## src/rtl/ir_packet_deframer_xor_check_assert.svh

```systemverilog
// ----------------------------------------------------------------------------
// Assertion macros for the IR packet deframer
// Implication and next-cycle checks on the rising edge, off during reset.
// ----------------------------------------------------------------------------
`ifndef IR_PACKET_DEFRAMER_XOR_CHECK_ASSERT_SVH
`define IR_PACKET_DEFRAMER_XOR_CHECK_ASSERT_SVH

`ifndef NO_ASSERTIONS

// same-cycle implication
`define IPDX_ASSERT_IMP(lbl, clk, rstn, ante, cons) \
    lbl: assert property (@(posedge clk) disable iff (!(rstn)) (ante) |-> (cons)) \
        else $error("ipdx assertion failed");

// next-cycle implication
`define IPDX_ASSERT_NXT(lbl, clk, rstn, ante, cons) \
    lbl: assert property (@(posedge clk) disable iff (!(rstn)) (ante) |=> (cons)) \
        else $error("ipdx assertion failed");

`else

`define IPDX_ASSERT_IMP(lbl, clk, rstn, ante, cons)
`define IPDX_ASSERT_NXT(lbl, clk, rstn, ante, cons)

`endif

`endif

```

## src/rtl/ipdx_pkg.sv

```systemverilog
// ----------------------------------------------------------------------------
// ipdx_pkg
// Shared constants and types of the IR packet deframer.
// ----------------------------------------------------------------------------
package ipdx_pkg;

    localparam int DEF_BUFFER_DEPTH = 64;

    localparam logic [7:0] START_MARK = 8'h23;  // '#'
    localparam logic [7:0] END_MARK   = 8'h25;  // '%'
    localparam logic [3:0] NIBBLE_MASK = 4'hf;

    typedef enum logic [1:0] {
        STAT_GOOD     = 2'd0,
        STAT_OVERRUN  = 2'd1,
        STAT_BAD_ID   = 2'd2,
        STAT_BAD_SUM  = 2'd3
    } t_status;

endpackage

```

## src/rtl/ipdx_if.sv

```systemverilog
// ----------------------------------------------------------------------------
// ipdx channel interfaces
// Valid/ready channels for received bytes and for result items.
// ----------------------------------------------------------------------------
interface ipdx_in_if;
    logic       valid;
    logic       ready;
    logic [7:0] rx_byte;

    modport source (output valid, output rx_byte, input ready);
    modport sink   (input valid, input rx_byte, output ready);
endinterface

interface ipdx_out_if;
    logic       valid;
    logic       ready;
    logic [1:0] status;
    logic [7:0] payload_byte;
    logic       byte_valid;
    logic       last;

    modport source (output valid, output status, output payload_byte,
                    output byte_valid, output last, input ready);
    modport sink   (input valid, input status, input payload_byte,
                    input byte_valid, input last, output ready);
endinterface

```

## src/rtl/ipdx_buf.sv

```systemverilog
// ----------------------------------------------------------------------------
// ipdx_buf
// Packet byte store: one write port, one read port, registered read data.
// ----------------------------------------------------------------------------
module ipdx_buf
    import ipdx_pkg::*;
#(
    parameter int BUFFER_DEPTH = DEF_BUFFER_DEPTH,
    localparam int AW = $clog2(BUFFER_DEPTH)
) (
    input  logic          i_clk,
    input  logic          i_we,
    input  logic [AW-1:0] i_waddr,
    input  logic [7:0]    i_wdata,
    input  logic          i_re,
    input  logic [AW-1:0] i_raddr,
    output logic [7:0]    o_rdata
);

    logic [7:0] r_mem [BUFFER_DEPTH];
    logic [7:0] r_rdata;

    always_ff @(posedge i_clk) begin
        if (i_we) begin
            r_mem[i_waddr] <= i_wdata;
        end
    end

    always_ff @(posedge i_clk) begin
        if (i_re) begin
            r_rdata <= r_mem[i_raddr];
        end
    end

    assign o_rdata = r_rdata;

endmodule

```

## src/rtl/ir_packet_deframer_xor_check.sv

```systemverilog
// ----------------------------------------------------------------------------
// ir_packet_deframer_xor_check
// Deframes '#'...'%' packets, checks sender id and split-nibble XOR checksum,
// then sends a status item or the payload bytes of a good packet.
//
//   channel   dir  handshake     payload
//   i_in      in   valid/ready   rx_byte[7:0]
//   o_out     out  valid/ready   status[1:0], payload_byte[7:0], byte_valid, last
//   i_cfg     in   write enable  i_cfg_data[7:0] -> expected sender id
//
// Receiving: one byte per cycle while idle; the checks are kept as running
// values (first byte, XOR, last two bytes), so the closing '%' is taken like
// any other byte. A good packet then holds the input while the single read
// port of the byte store streams the payload, a byte per cycle unless stalled.
// Reset is synchronous and clears control state only; the store is not cleared.
// A full output register stalls the drain and blocks only a closing '%'.
// ----------------------------------------------------------------------------
`include "ir_packet_deframer_xor_check_assert.svh"

module ir_packet_deframer_xor_check
    import ipdx_pkg::*;
#(
    parameter int BUFFER_DEPTH = DEF_BUFFER_DEPTH
) (
    input  logic              i_clk,
    input  logic              i_rst_n,
    ipdx_in_if.sink           i_in,
    ipdx_out_if.source        o_out,
    input  logic              i_cfg_we,
    input  logic [7:0]        i_cfg_data
);

    localparam int AW = $clog2(BUFFER_DEPTH);

    typedef enum logic [1:0] {
        ST_IDLE  = 2'b01,
        ST_DRAIN = 2'b10
    } t_state;

    // control state
    t_state        r_state, n_state;
    logic [AW-1:0] r_fill, n_fill;
    logic          r_inside, n_inside;
    logic          r_overrun, n_overrun;
    logic          r_issuing, n_issuing;
    logic [AW-1:0] r_rd_idx, n_rd_idx;
    logic [AW-1:0] r_rd_end, n_rd_end;
    logic          r_q_valid, n_q_valid;
    logic          r_q_last, n_q_last;
    logic          r_ov, n_ov;
    logic [7:0]    r_sender_id;

    // payload state
    logic [7:0]    r_first, r_xor, r_b1, r_b2;
    t_status       r_status, n_status;
    logic [7:0]    r_pbyte, n_pbyte;
    logic          r_bvalid, n_bvalid;
    logic          r_last, n_last;

    logic [7:0]    c;
    logic          in_fire, is_start, is_end, is_data, full;
    logic          wr_en, do_close, out_free, q_move, rd_issue;
    logic [7:0]    sum, ref_sum;
    t_status       verdict;
    logic [7:0]    q_data;

    assign c        = i_in.rx_byte;
    assign is_start = (c == START_MARK);
    assign is_end   = (c == END_MARK);
    assign is_data  = (c != 8'd0) && !is_start && !is_end;
    assign full     = (r_fill == AW'(BUFFER_DEPTH - 1));

    assign out_free = !r_ov || o_out.ready;
    assign q_move   = r_q_valid && out_free;
    assign rd_issue = r_issuing && (!r_q_valid || q_move);

    // only a closing byte needs the output register
    assign i_in.ready = (r_state == ST_IDLE) && (out_free || !is_end);
    assign in_fire    = i_in.valid && i_in.ready;

    assign wr_en    = in_fire && r_inside && is_data && !full;
    assign do_close = in_fire && r_inside && is_end;

    // running XOR covers bytes 1..L-1; strip the two checksum bytes
    assign sum     = r_xor ^ r_b1 ^ r_b2;
    assign ref_sum = {r_b1[3:0] & NIBBLE_MASK, r_b2[3:0] & NIBBLE_MASK};

    always_comb begin
        if (r_overrun) begin
            verdict = STAT_OVERRUN;
        end else if (r_fill == '0 || r_first != r_sender_id) begin
            verdict = STAT_BAD_ID;
        end else if (r_fill < AW'(3) || sum != ref_sum) begin
            verdict = STAT_BAD_SUM;
        end else begin
            verdict = STAT_GOOD;
        end
    end

    // no write can hit the store while it drains: input is held in ST_DRAIN
    ipdx_buf #(
        .BUFFER_DEPTH (BUFFER_DEPTH)
    ) u_buf (
        .i_clk   (i_clk),
        .i_we    (wr_en),
        .i_waddr (r_fill),
        .i_wdata (c),
        .i_re    (rd_issue),
        .i_raddr (r_rd_idx),
        .o_rdata (q_data)
    );

    always_comb begin
        n_state   = r_state;
        n_fill    = r_fill;
        n_inside  = r_inside;
        n_overrun = r_overrun;
        n_issuing = r_issuing;
        n_rd_idx  = r_rd_idx;
        n_rd_end  = r_rd_end;
        n_q_valid = r_q_valid;
        n_q_last  = r_q_last;
        n_ov      = r_ov;
        n_status  = r_status;
        n_pbyte   = r_pbyte;
        n_bvalid  = r_bvalid;
        n_last    = r_last;

        if (r_ov && o_out.ready) begin
            n_ov = 1'b0;
        end

        unique case (r_state)
            ST_IDLE: begin
                if (in_fire) begin
                    if (is_start) begin
                        n_fill    = '0;
                        n_overrun = 1'b0;
                        n_inside  = 1'b1;
                    end else if (r_inside && is_end) begin
                        n_fill    = '0;
                        n_overrun = 1'b0;
                        n_inside  = 1'b0;
                        if (verdict == STAT_GOOD && r_fill != AW'(3)) begin
                            n_state   = ST_DRAIN;
                            n_issuing = 1'b1;
                            n_rd_idx  = AW'(1);
                            n_rd_end  = r_fill - AW'(3);
                        end else begin
                            n_ov     = 1'b1;
                            n_status = verdict;
                            n_pbyte  = 8'd0;
                            n_bvalid = 1'b0;
                            n_last   = 1'b1;
                        end
                    end else if (r_inside && is_data) begin
                        if (full) begin
                            n_overrun = 1'b1;
                        end else begin
                            n_fill = r_fill + AW'(1);
                        end
                    end
                end
            end
            ST_DRAIN: begin
                if (rd_issue) begin
                    n_q_last = (r_rd_idx == r_rd_end);
                    if (r_rd_idx == r_rd_end) begin
                        n_issuing = 1'b0;
                    end else begin
                        n_rd_idx = r_rd_idx + AW'(1);
                    end
                end
                n_q_valid = rd_issue || (r_q_valid && !q_move);
                if (q_move) begin
                    n_ov     = 1'b1;
                    n_status = STAT_GOOD;
                    n_pbyte  = q_data;
                    n_bvalid = 1'b1;
                    n_last   = r_q_last;
                    if (r_q_last) begin
                        n_state = ST_IDLE;
                    end
                end
            end
            default: begin
                n_state = ST_IDLE;
            end
        endcase
    end

    always_ff @(posedge i_clk) begin
        if (!i_rst_n) begin
            r_state     <= ST_IDLE;
            r_fill      <= '0;
            r_inside    <= 1'b0;
            r_overrun   <= 1'b0;
            r_issuing   <= 1'b0;
            r_rd_idx    <= '0;
            r_rd_end    <= '0;
            r_q_valid   <= 1'b0;
            r_q_last    <= 1'b0;
            r_ov        <= 1'b0;
            r_sender_id <= 8'd0;
        end else begin
            r_state   <= n_state;
            r_fill    <= n_fill;
            r_inside  <= n_inside;
            r_overrun <= n_overrun;
            r_issuing <= n_issuing;
            r_rd_idx  <= n_rd_idx;
            r_rd_end  <= n_rd_end;
            r_q_valid <= n_q_valid;
            r_q_last  <= n_q_last;
            r_ov      <= n_ov;
            if (i_cfg_we) begin
                r_sender_id <= i_cfg_data;
            end
        end
    end

    // output item registers, and the check summary tracked as bytes are stored
    always_ff @(posedge i_clk) begin
        r_status <= n_status;
        r_pbyte  <= n_pbyte;
        r_bvalid <= n_bvalid;
        r_last   <= n_last;
        if (wr_en) begin
            r_b2 <= r_b1;
            r_b1 <= c;
            if (r_fill == '0) begin
                r_first <= c;
                r_xor   <= 8'd0;
            end else begin
                r_xor <= r_xor ^ c;
            end
        end
    end

    assign o_out.valid        = r_ov;
    assign o_out.status       = r_status;
    assign o_out.payload_byte = r_pbyte;
    assign o_out.byte_valid   = r_bvalid;
    assign o_out.last         = r_last;

    // the next payload byte is already queued when a non-last one is taken
    `IPDX_ASSERT_IMP(a_no_write_in_drain, i_clk, i_rst_n, r_state == ST_DRAIN, !wr_en)
    `IPDX_ASSERT_IMP(a_last_read_ends_issue, i_clk, i_rst_n, r_q_valid && r_q_last, !r_issuing)
    `IPDX_ASSERT_NXT(a_more_after_nonlast, i_clk, i_rst_n, o_out.valid && o_out.ready && !o_out.last, o_out.valid)
    `IPDX_ASSERT_IMP(a_empty_reg_no_stall, i_clk, i_rst_n, r_state == ST_IDLE && !r_ov, i_in.ready)

endmodule

```

## src/flat_wrapper.sv

```systemverilog
// flat-port wrapper written by rule: the top's interface ports become plain ports
module ir_packet_deframer_xor_check_flat import ipdx_pkg::*;
#(
    parameter int BUFFER_DEPTH = DEF_BUFFER_DEPTH
)
  (i_clk, i_rst_n, i_cfg_we, i_cfg_data, i_in_valid, i_in_rx_byte, i_in_ready, o_out_valid, o_out_status, o_out_payload_byte, o_out_byte_valid, o_out_last, o_out_ready);
  ipdx_in_if i_in_i ();
  ipdx_out_if o_out_i ();
  input  logic i_clk;
  input  logic i_rst_n;
  input  logic i_cfg_we;
  input  logic [7:0] i_cfg_data;
  input wire logic [$bits(i_in_i.valid)-1:0] i_in_valid;
  input wire logic [$bits(i_in_i.rx_byte)-1:0] i_in_rx_byte;
  output wire logic [$bits(i_in_i.ready)-1:0] i_in_ready;
  output wire logic [$bits(o_out_i.valid)-1:0] o_out_valid;
  output wire logic [$bits(o_out_i.status)-1:0] o_out_status;
  output wire logic [$bits(o_out_i.payload_byte)-1:0] o_out_payload_byte;
  output wire logic [$bits(o_out_i.byte_valid)-1:0] o_out_byte_valid;
  output wire logic [$bits(o_out_i.last)-1:0] o_out_last;
  input wire logic [$bits(o_out_i.ready)-1:0] o_out_ready;
  assign i_in_i.valid = i_in_valid;
  assign i_in_i.rx_byte = i_in_rx_byte;
  assign i_in_ready = i_in_i.ready;
  assign o_out_valid = o_out_i.valid;
  assign o_out_status = o_out_i.status;
  assign o_out_payload_byte = o_out_i.payload_byte;
  assign o_out_byte_valid = o_out_i.byte_valid;
  assign o_out_last = o_out_i.last;
  assign o_out_i.ready = o_out_ready;
  ir_packet_deframer_xor_check #(.BUFFER_DEPTH(BUFFER_DEPTH)) u_core (.i_clk(i_clk), .i_rst_n(i_rst_n), .i_in(i_in_i), .o_out(o_out_i), .i_cfg_we(i_cfg_we), .i_cfg_data(i_cfg_data));
endmodule
```

## config.mk

```make
export PLATFORM = sky130hd
export DESIGN_NAME = ir_packet_deframer_xor_check_flat
export DESIGN_NICKNAME = d
export VERILOG_FILES = /design/src/rtl/ipdx_pkg.sv /design/src/rtl/ipdx_if.sv /design/src/rtl/ipdx_buf.sv /design/src/rtl/ir_packet_deframer_xor_check.sv /design/src/flat_wrapper.sv
export VERILOG_INCLUDE_DIRS = /design/src /design/src/rtl
export SDC_FILE = /design/constraint.sdc
export NUM_CORES = 1
export LEC_CHECK = 0
export BUFFER_PORTS_ARGS = -buffer_cell sky130_fd_sc_hd__buf_2
export CAP_MARGIN = 20
export CORE_ASPECT_RATIO = 0.8
export CORE_MARGIN = 1.5
export CORE_UTILIZATION = 56
export DETAILED_ROUTE_END_ITERATION = 10
export PLACE_DENSITY_LB_ADDON = 0.05
export SYNTH_ARGS = -nofsm -noshare
export SYNTH_HDL_FRONTEND = slang
export SYNTH_HIERARCHICAL = 1
export SYNTH_SLANG_ARGS = --single-unit
```

## constraint.sdc

```tcl
create_clock -name i_clk -period 3.9 [get_ports i_clk]
set_input_delay 1.17 -clock i_clk [delete_from_list [all_inputs] [get_ports i_clk]]
set_output_delay 1.17 -clock i_clk [all_outputs]
set_load 0.01 [all_outputs]
```

Yosys cells after proc, flatten, opt, wreduce, memory -nomap -nowiden:

Memory sizes are Yosys's and may differ from the RTL's. A register that Yosys moved wholly into a read port is not among the register bits.
Cells that the tools add are included.

* equal/unequal tests: 20
* reductions and logical operators: 43
* add/subtract/negate cells: 3
* $lt $le $gt $ge: 1
* multiplexer cells: 67
* bitwise logic cells: 4

Operators with widths (number)
* $mux 6: 10
* $mux 8: 5
* $mux 1: 30
* $mux 2: 14
* $xor 8x8->8: 3
* $eq 8x6->1 const B: 2
* $ne 8x8->1: 2
* $pmux 8 s2: 1
* $logic_and 1x1->1: 14
* $reduce_and 7->1: 2
* $add 6x1->6 const B: 2
* $pmux 6 s2: 1
* $reduce_and 6->1: 2
* $ne 2x1->1 const B: 5
* $ne 2x2->1 const B: 5
* $pmux 1 s2: 4
* $pmux 2 s2: 2
* $reduce_and 4->1: 2
* $reduce_bool 8->1: 1
* $eq 6x6->1: 1
* $eq 6x6->1 const B: 1
* $logic_not 1->1: 6
* $logic_not 6->1: 1
* $logic_or 1x1->1: 6
* 13 further kinds: 16

* RAM bits: 512
* memories: 1
* register bits: 78
* output and inout port bits: 14

Memory list
* u_core.u_buf.r_mem: words 64, bits a word 8, read ports 1, clocked after memory_dff 1, wr ports 1, RTL line ipdx_buf.sv:20 `logic [7:0] r_mem [BUFFER_DEPTH];`

Logic depth before layout (Yosys ltp):

Gate-level depths: netlist of run 1.

* depth in word-level cells: 14
* mapped depth: 10
* gate-level depth less buffers: 10

Cells and area by module:

The synthesis of run 1 kept the hierarchy.

By module, submodules not included
* ipdx_buf: cells each 972, instances 1, area each 20270.7 sq um, seq. area each 15615.0 sq um
* ir_packet_deframer_xor_check: cells each 323, instances 1, area each 3553.4 sq um, seq. area each 1881.8 sq um

Worst setup path after synthesis of run 1:

OpenSTA, ideal clock, no wires.

* kind: input to register
* start point: input port i_in_rx_byte[2]
* end point: memory u_core.u_buf.r_mem[33][0], enable pin
* stages on the path: 9
* setup slack: 0.177 ns
* data required time: 3.530 ns
* arrival: 3.353 ns
* path through: buf_2 > nor4_1 > a21oi_1 > nand3_1 > inv_1 > nand2_1 > or3_1 > clkbuf_1 > nor2_1

* cells in the longest elaborated chain, start to end: 10
* elaborated cells between the ends (all ways): 15
* classes of those cells: eq/ne (2); mux (2); reduce/logical (11)

Ends and longest elaborated chain
* from (decl): RTL line flat_wrapper.sv:14 `input wire logic [$bits(i_in_i.rx_byte)-1:0] i_in_rx_byte;`
* $eq 8x6->1: RTL line ir_packet_deframer_xor_check.sv:69 `assign is_end = (c == END_MARK);`
* $logic_not 1->1: RTL line ir_packet_deframer_xor_check.sv:70, ir_packet_deframer_xor_check.sv:78
* $logic_or 1x1->1: RTL line ir_packet_deframer_xor_check.sv:78 `assign i_in.ready = (r_state == ST_IDLE) && (out_free || !is_end);`
* $logic_and 1x1->1: RTL line ir_packet_deframer_xor_check.sv:78
* $logic_and 1x1->1: RTL line ir_packet_deframer_xor_check.sv:79 `assign in_fire = i_in.valid && i_in.ready;`
* $logic_and 1x1->1: RTL line ir_packet_deframer_xor_check.sv:81 `assign wr_en = in_fire && r_inside && is_data && !full;`
* $logic_and 1x1->1 * (2 in a row): RTL line ir_packet_deframer_xor_check.sv:81
* via u_core.wr_en: RTL line ir_packet_deframer_xor_check.sv:62 `logic wr_en, do_close, out_free, q_move, rd_issue;`
* $mux 1 *: RTL line ipdx_buf.sv:24 `if (i_we) begin`
* $mux 1 (implied by the code) *: RTL line ipdx_buf.sv:25 `r_mem[i_waddr] <= i_wdata;`
* to (decl): RTL line ipdx_buf.sv:20

The timed path passes the listed nets; every way through them passes the cells marked *.

Worst setup path in the final report of run 1:

* start point: input port i_in_rx_byte[6]
* end point: output port i_in_ready

* cells in the longest elaborated chain, start to end: 4

Ends and longest elaborated chain
* $eq 8x6->1: RTL line ir_packet_deframer_xor_check.sv:69
* $logic_not 1->1: RTL line ir_packet_deframer_xor_check.sv:78
* $logic_or 1x1->1: RTL line ir_packet_deframer_xor_check.sv:78
* $logic_and 1x1->1: RTL line ir_packet_deframer_xor_check.sv:78
* to (decl): RTL line flat_wrapper.sv:15 `output wire logic [$bits(i_in_i.ready)-1:0] i_in_ready;`

No other way between the ends.

==> reports/qor.yml, run 1 <==
postCtsHoldBufs: 0
r2r_cells: 8
area_delta_synth_final_pct: 12.5
cts_tree: "done"
setup_tns_ns: 0
fin_cells: 1984
r2r_start: "u_core/r_fill[0]"
peakVddDrop_uv: 370
r2r_end: "u_core/u_buf/r_mem[6][2]"
crit_path_end_kind: "output port"
skew_ns: 0.0244
ys_types: 61
p_leak_nw: 8.29
drc: 0
clk_pin_slew_ns: 0.06
dieWidth_um: 234
critPathLaunchType: "input pin"
path_class: "input pin to output port"
max_clock_freq_mhz: 282
antenna_found_initial: 3
ys_warn_count: 6
via_per_inst: 6.34
synth-seq-area-share: 0.734
coreArea_um2: 41900
ctsResizeCount: 0
period_needed_ns: 3.55
synth_edf_count: 560
worst_pin_slew_ns: 0.922
hold_depth: 0
synthArstFlopShare: 0
vias: 12600
grt_pass1_wl_um: 82700
crit_arrival_ns: 2.38
yosys.area.top_type_share: 0.706
grt_pass1_vias: 12300
synth_area_leaders: "edfxtp_1 71%, mux4_2 12%, dfxtp_1 2.9%"
drt-initial-drc-count: 1513
p_switching_w: 0.00241
yosysTopAreaCell: "edfxtp_1"
finalCritPeriodShare: 0.911
worstPathRequired_ns: 2.73
swShare: 0.192
ys_ff_latch: 594
ios: 35
relSlewSlack: 0.384
cts-htree-levels: 2
cts_sinks: 594
drive_above_1_share: 0.225
cts_buffer_depth: 3
first_pass_iters: 5
synth.avg_cell_area_um2: 18.4
grt_usage: 0.265
seq_power_share: 0.555
place.gp.congestion: 0.853
path_max_fanout: 5
grt_overflow_total: 0
slew_violations: 0
cts_setup_buffers: 0
antenna_cells: 0
synth_area_um2: 23800
drt_wl_total_um: 56000
grt_max_degree: 68
rrSetupSlack_ns: 0.85
hold_viol: 0
pwr_density_cell_nw_per_um2: 468
fin_nets: 1412
rsz0062_at_grt: "false"
min_to: "u_core/r_b2[7]"
hold_class: "register to register"
place_inst: 1880
hpwlAfterDp_um: 35700
initial_core_util: 0.568
detail-route-antenna-nets: 0
status: "completed"
synth_nets: 1321
insertion_delay_ns: 0.61
synth_cells: 1295
port_buffers: 34
dieArea_um2: 43800
synth.most_common_cell: "edfxtp_1"
p_int_w: 0.0101
p_comb_frac: 0.013
report.final.setup_viol: 0
power.share.clock: 0.432
cts_root_buf: "clkbuf_16"
die_h_um: 187
hp-start: "u_core/r_b1[7]"
ys.flop_type: "edfxtp_1"
num_rows: 67
synth_commonest_cells: "560 x edfxtp_1, 124 x mux4_2, 106 x nor2_1"
numCtsBuffers: 56
cap_violations: 0
wl_per_cell_um: 28.2
-- layer usage --
metal	GRT usage	vias to the layer above	wire length, µm
li1	-	5381	-
met1	0.411	6501	24600
met2	0.365	607	24200
met3	0.0771	87	5860
met4	0.0814	0	1400
met5	0	-	0
-- worst max-delay path by stage --
stage                     from                   endpoint  slack [ns]  depth (start not counted)
6_report       i_in_rx_byte[6]                 i_in_ready        0.35                          6
5_1_grt        i_in_rx_byte[6]                 i_in_ready        0.27                          6
4_1_cts        i_in_rx_byte[6]                 i_in_ready        0.32                          6
3_5_place_dp   i_in_rx_byte[7]  u_core/u_buf/r_mem[24][4]        0.14                         10
3_3_place_gp   i_in_rx_byte[7]  u_core/u_buf/r_mem[54][3]        0.17                          9
2_1_floorplan  i_in_rx_byte[2]  u_core/u_buf/r_mem[33][0]        0.18                          9
-- registers in the layout, summed over array words and instances, names as in the netlist, 2 cells and up --
| register | count |
|---|---|
| u_core/u_buf/r_mem | 512 |
| u_core/o_out.payload_byte | 8 |
| u_core/r_b1 | 8 |
| u_core/r_first | 8 |
| u_core/r_sender_id | 8 |
| u_core/r_xor | 8 |
| u_core/u_buf/o_rdata | 8 |
| u_core/r_fill | 6 |
| u_core/r_rd_end | 6 |
| u_core/r_rd_idx | 6 |
| u_core/r_b2 | 4 |
| u_core/o_out.status | 2 |
| u_core/r_state | 2 |
-- per-stage QoR --
step                worst slack [ns]  utilization  hold WS, ns  total power [W]  instance area [µm²]
floorplan                      0.177            -        0.447          0.00714                23800
global placement               0.170        0.596        0.456          0.00727                25000
detailed placement             0.137        0.596        0.466          0.00727                25000
CTS                            0.324        0.639        0.478           0.0126                26800
global route                   0.269        0.639        0.492           0.0129                26800
finish                         0.348        0.639        0.476           0.0126                26800
-- power groups by stage --
stage          sequential, W  clock [W]  combinational, W
3_5_place_dp         0.00711          0          0.000165
6_report             0.00697    0.00542          0.000161
2_1_floorplan        0.00711          0         0.0000304
4_1_cts              0.00697    0.00552          0.000164
3_3_place_gp         0.00711          0          0.000161
5_1_grt              0.00696    0.00577          0.000177
-- logic make-up after synthesis --
kind of cell    count (synthesis)  synth area share
mux                           157             0.131
compound gates                117            0.0349
simple gates                  297            0.0630
fa+ha+maj                       5           0.00263
buf+inv                        80            0.0174
xor+xnor                       45            0.0165
flops                         594             0.734
-- final cells by class --
| type | count | area [µm²] |
|---|---|---|
| fillers | 2908 | 15100 |
| repair buffers | 101 | 823 |
| clock inverters | 30 | 330 |
| inverters | 12 | 45.0 |
| clock buffers | 74 | 1490 |
| well taps | 552 | 691 |
| flip-flops and latches | 594 | 17500 |
| multi-input cells | 621 | 5910 |
-- worst max-delay path, stage by stage --
cell     delay, ns
buf_2         0.11
nor4_2        0.26
buf_4         0.26
nand3_1       0.11
o31a_1        0.32
buf_2         0.15
-- layout by cell type (no fill, tap or decap), types with 11 or more instances in the layout --
cell type,n
clkbuf_1,16
mux4_2,124
nor2_1,106
o22ai_1,22
mux2i_1,32
o21ai_0,20
and2_1,12
buf_4,55
buf_12,12
nand3_1,35
clkinv_1,14
buf_2,34
xnor2_1,31
xor2_1,14
nor2b_1,24
dfxtp_1,31
edfxtp_1,560
a31oi_1,11
nand2_1,45
clkbuf_16,56
Power figures use the tool's default switching activity.
==> run 2, diff against run 1 <==
--- a/config.mk
+++ b/config.mk
@@ -12,7 +12,7 @@
 export CORE_MARGIN = 1.5
 export CORE_UTILIZATION = 56
 export DETAILED_ROUTE_END_ITERATION = 10
-export PLACE_DENSITY_LB_ADDON = 0.05
+export PLACE_DENSITY = 0.77
 export SYNTH_ARGS = -nofsm -noshare
 export SYNTH_HDL_FRONTEND = slang
 export SYNTH_HIERARCHICAL = 1
==> constraint.sdc (replaced) <==
create_clock -name i_clk -period 3.9 [get_ports i_clk]
set_input_delay 0.195 -clock i_clk [delete_from_list [all_inputs] [get_ports i_clk]]
set_output_delay 0.195 -clock i_clk [all_outputs]
set_load 0.01 [all_outputs]
==> run 2 against run 1 <==
- cell count shrank 1.4%
- cell area shrank 1.5%
- non-clock buffer count shrank 24
- clock power shrank 5.7%
- sequential power is essentially flat
- count of clock-buffer cells in the layout grew 2
- clock skew is essentially flat
- fmax grew 4.6%
- total power shrank 2.4%
- core utilization shrank 0.94 points
- sequential share of layout area grew 0.98 points
- first-iteration DRC count grew 17%
==> reports/qor.yml, run 2 (synthesis results as in run 1) <==
cts_tree: "done"
hp-start: "i_in_rx_byte[1]"
via_per_inst: 6.52
worst_pin_slew_ns: 1.06
cts-htree-levels: 2
fin_nets: 1387
antenna_found_initial: 2
worstPathRequired_ns: 4.10
insertion_delay_ns: 0.58
rsz0062_at_grt: "false"
place.gp.congestion: 0.866
skew_ns: 0.0246
finalCritPeriodShare: 0.871
pwr_density_cell_nw_per_um2: 464
grt_pass1_wl_um: 81200
drc: 0
port_buffers: 34
postCtsHoldBufs: 10
layout_common_cells: "560 x edfxtp_1, 124 x mux4_2, 106 x nor2_1, 57 x clkbuf_16, 45 x nand2_1"
endpoint: "u_core/u_buf/r_mem[50][6]"
wl_per_cell_um: 28.0
drt_wl_total_um: 54700
r2r_cells: 8
cap_violations: 0
peakVddDrop_uv: 346
r2r_start: "u_core/r_state[1]"
hold_class: "input pin to register"
clk_pin_slew_ns: 0.06
detail-route-antenna-nets: 0
dieArea_um2: 43800
status: "completed"
relSlewSlack: 0.290
path_class: "register to register"
dieWidth_um: 234
cts_setup_buffers: 0
p_comb_frac: 0.014
cts_sinks: 594
hold_viol: 0
fin_ws_ns: 0.505
drive_above_1_share: 0.202
finalPower_w: 0.0122
hpwlAfterDp_um: 33800
largest_reg_flops: 512
num_rows: 67
cts_buffer_depth: 3
power.share.clock: 0.417
grt_usage: 0.256
grt_overflow_total: 0
seq_power_share: 0.569
place_ws_ns: 0.686
p_switching_w: 0.00237
period_needed_ns: 3.40
area_delta_synth_final_pct: 10.8
final_common_cell: "edfxtp_1"
numCtsBuffers: 55
path_max_fanout: 8
drt-initial-drc-count: 1769
p_int_w: 0.00987
slew_violations: 0
crit_arrival_ns: 3.59
ctsResizeCount: 0
max_clock_freq_mhz: 295
crit_path_start: "u_core/r_state[1]"
setup_tns_ns: 0
hold_depth: 1
crit_path_end_kind: "register"
initial_core_util: 0.568
cts_root_buf: "clkbuf_16"
grt_pass1_vias: 12500
die_h_um: 187
report.final.setup_viol: 0
largest_register: "u_core/u_buf/r_mem"
rrSetupSlack_ns: 0.50
p_leak_nw: 8.05
ios: 35
holdWs_ns: 0.0510
grt_max_degree: 70
coreArea_um2: 41900
first_pass_iters: 6
critPathLaunchType: "register"
vias: 12700
swShare: 0.194
r2r_end: "u_core/u_buf/r_mem[50][6]"
## run 2: power by group through the flow
stage / sequential [W] / clock (W) / combinational (W)
2_1_floorplan: 0.00711 / 0 / 0.0000304
3_3_place_gp: 0.00710 / 0 / 0.000155
3_5_place_dp: 0.00710 / 0 / 0.000162
4_1_cts: 0.00697 / 0.00518 / 0.000170
5_1_grt: 0.00696 / 0.00543 / 0.000181
6_report: 0.00697 / 0.00511 / 0.000166
## run 2: layer usage
metal,up-vias,global-route usage,share of wire
li1,5329,-,-
met5,-,0.00781,0.00086
met2,762,0.368,0.44
met4,2,0.0614,0.023
met1,6550,0.381,0.41
met3,102,0.0857,0.13
## run 2: worst max-delay path, cell delays in order (launching register included)
cell     delay (ns)
dfxtp_1        0.32
inv_1          0.08
ha_1           0.29
nand3_1        0.12
a21oi_1        0.18
nand3_1        0.25
inv_1          0.28
nand3_1        0.61
nor2_1         0.87
## run 2: layout make-up
type / count / area (µm²)
sequential: 594 / 17500
inverter: 12 / 45.0
fill: 2833 / 15500
antenna: 1 / 2.50
multi-input combinational: 621 / 5910
clock buffer: 76 / 1500
timing repair buffer: 77 / 556
clock inverter: 23 / 193
tap: 552 / 691
## run 2: worst min path at each step
stage,endpoint
finish,u_core/u_buf/r_mem[37][1]
global placement,u_core/r_b2[4]
floorplan,u_core/r_b1[0]
detailed placement,u_core/r_b2[6]
global route,u_core/r_b1[1]
CTS,u_core/u_buf/r_mem[37][1]
## run 2: metrics by stage
| step | cells | cell area [µm²] | utilization |
|---|---|---|---|
| 2_1_floorplan | 1295 | 23800 | - |
| 3_3_place_gp | 1846 | 24600 | 0.587 |
| 3_5_place_dp | 1846 | 24600 | 0.587 |
| 4_1_cts | 1955 | 26400 | 0.630 |
| 5_1_grt | 1955 | 26400 | 0.630 |
| 6_report | 1956 | 26400 | 0.630 |
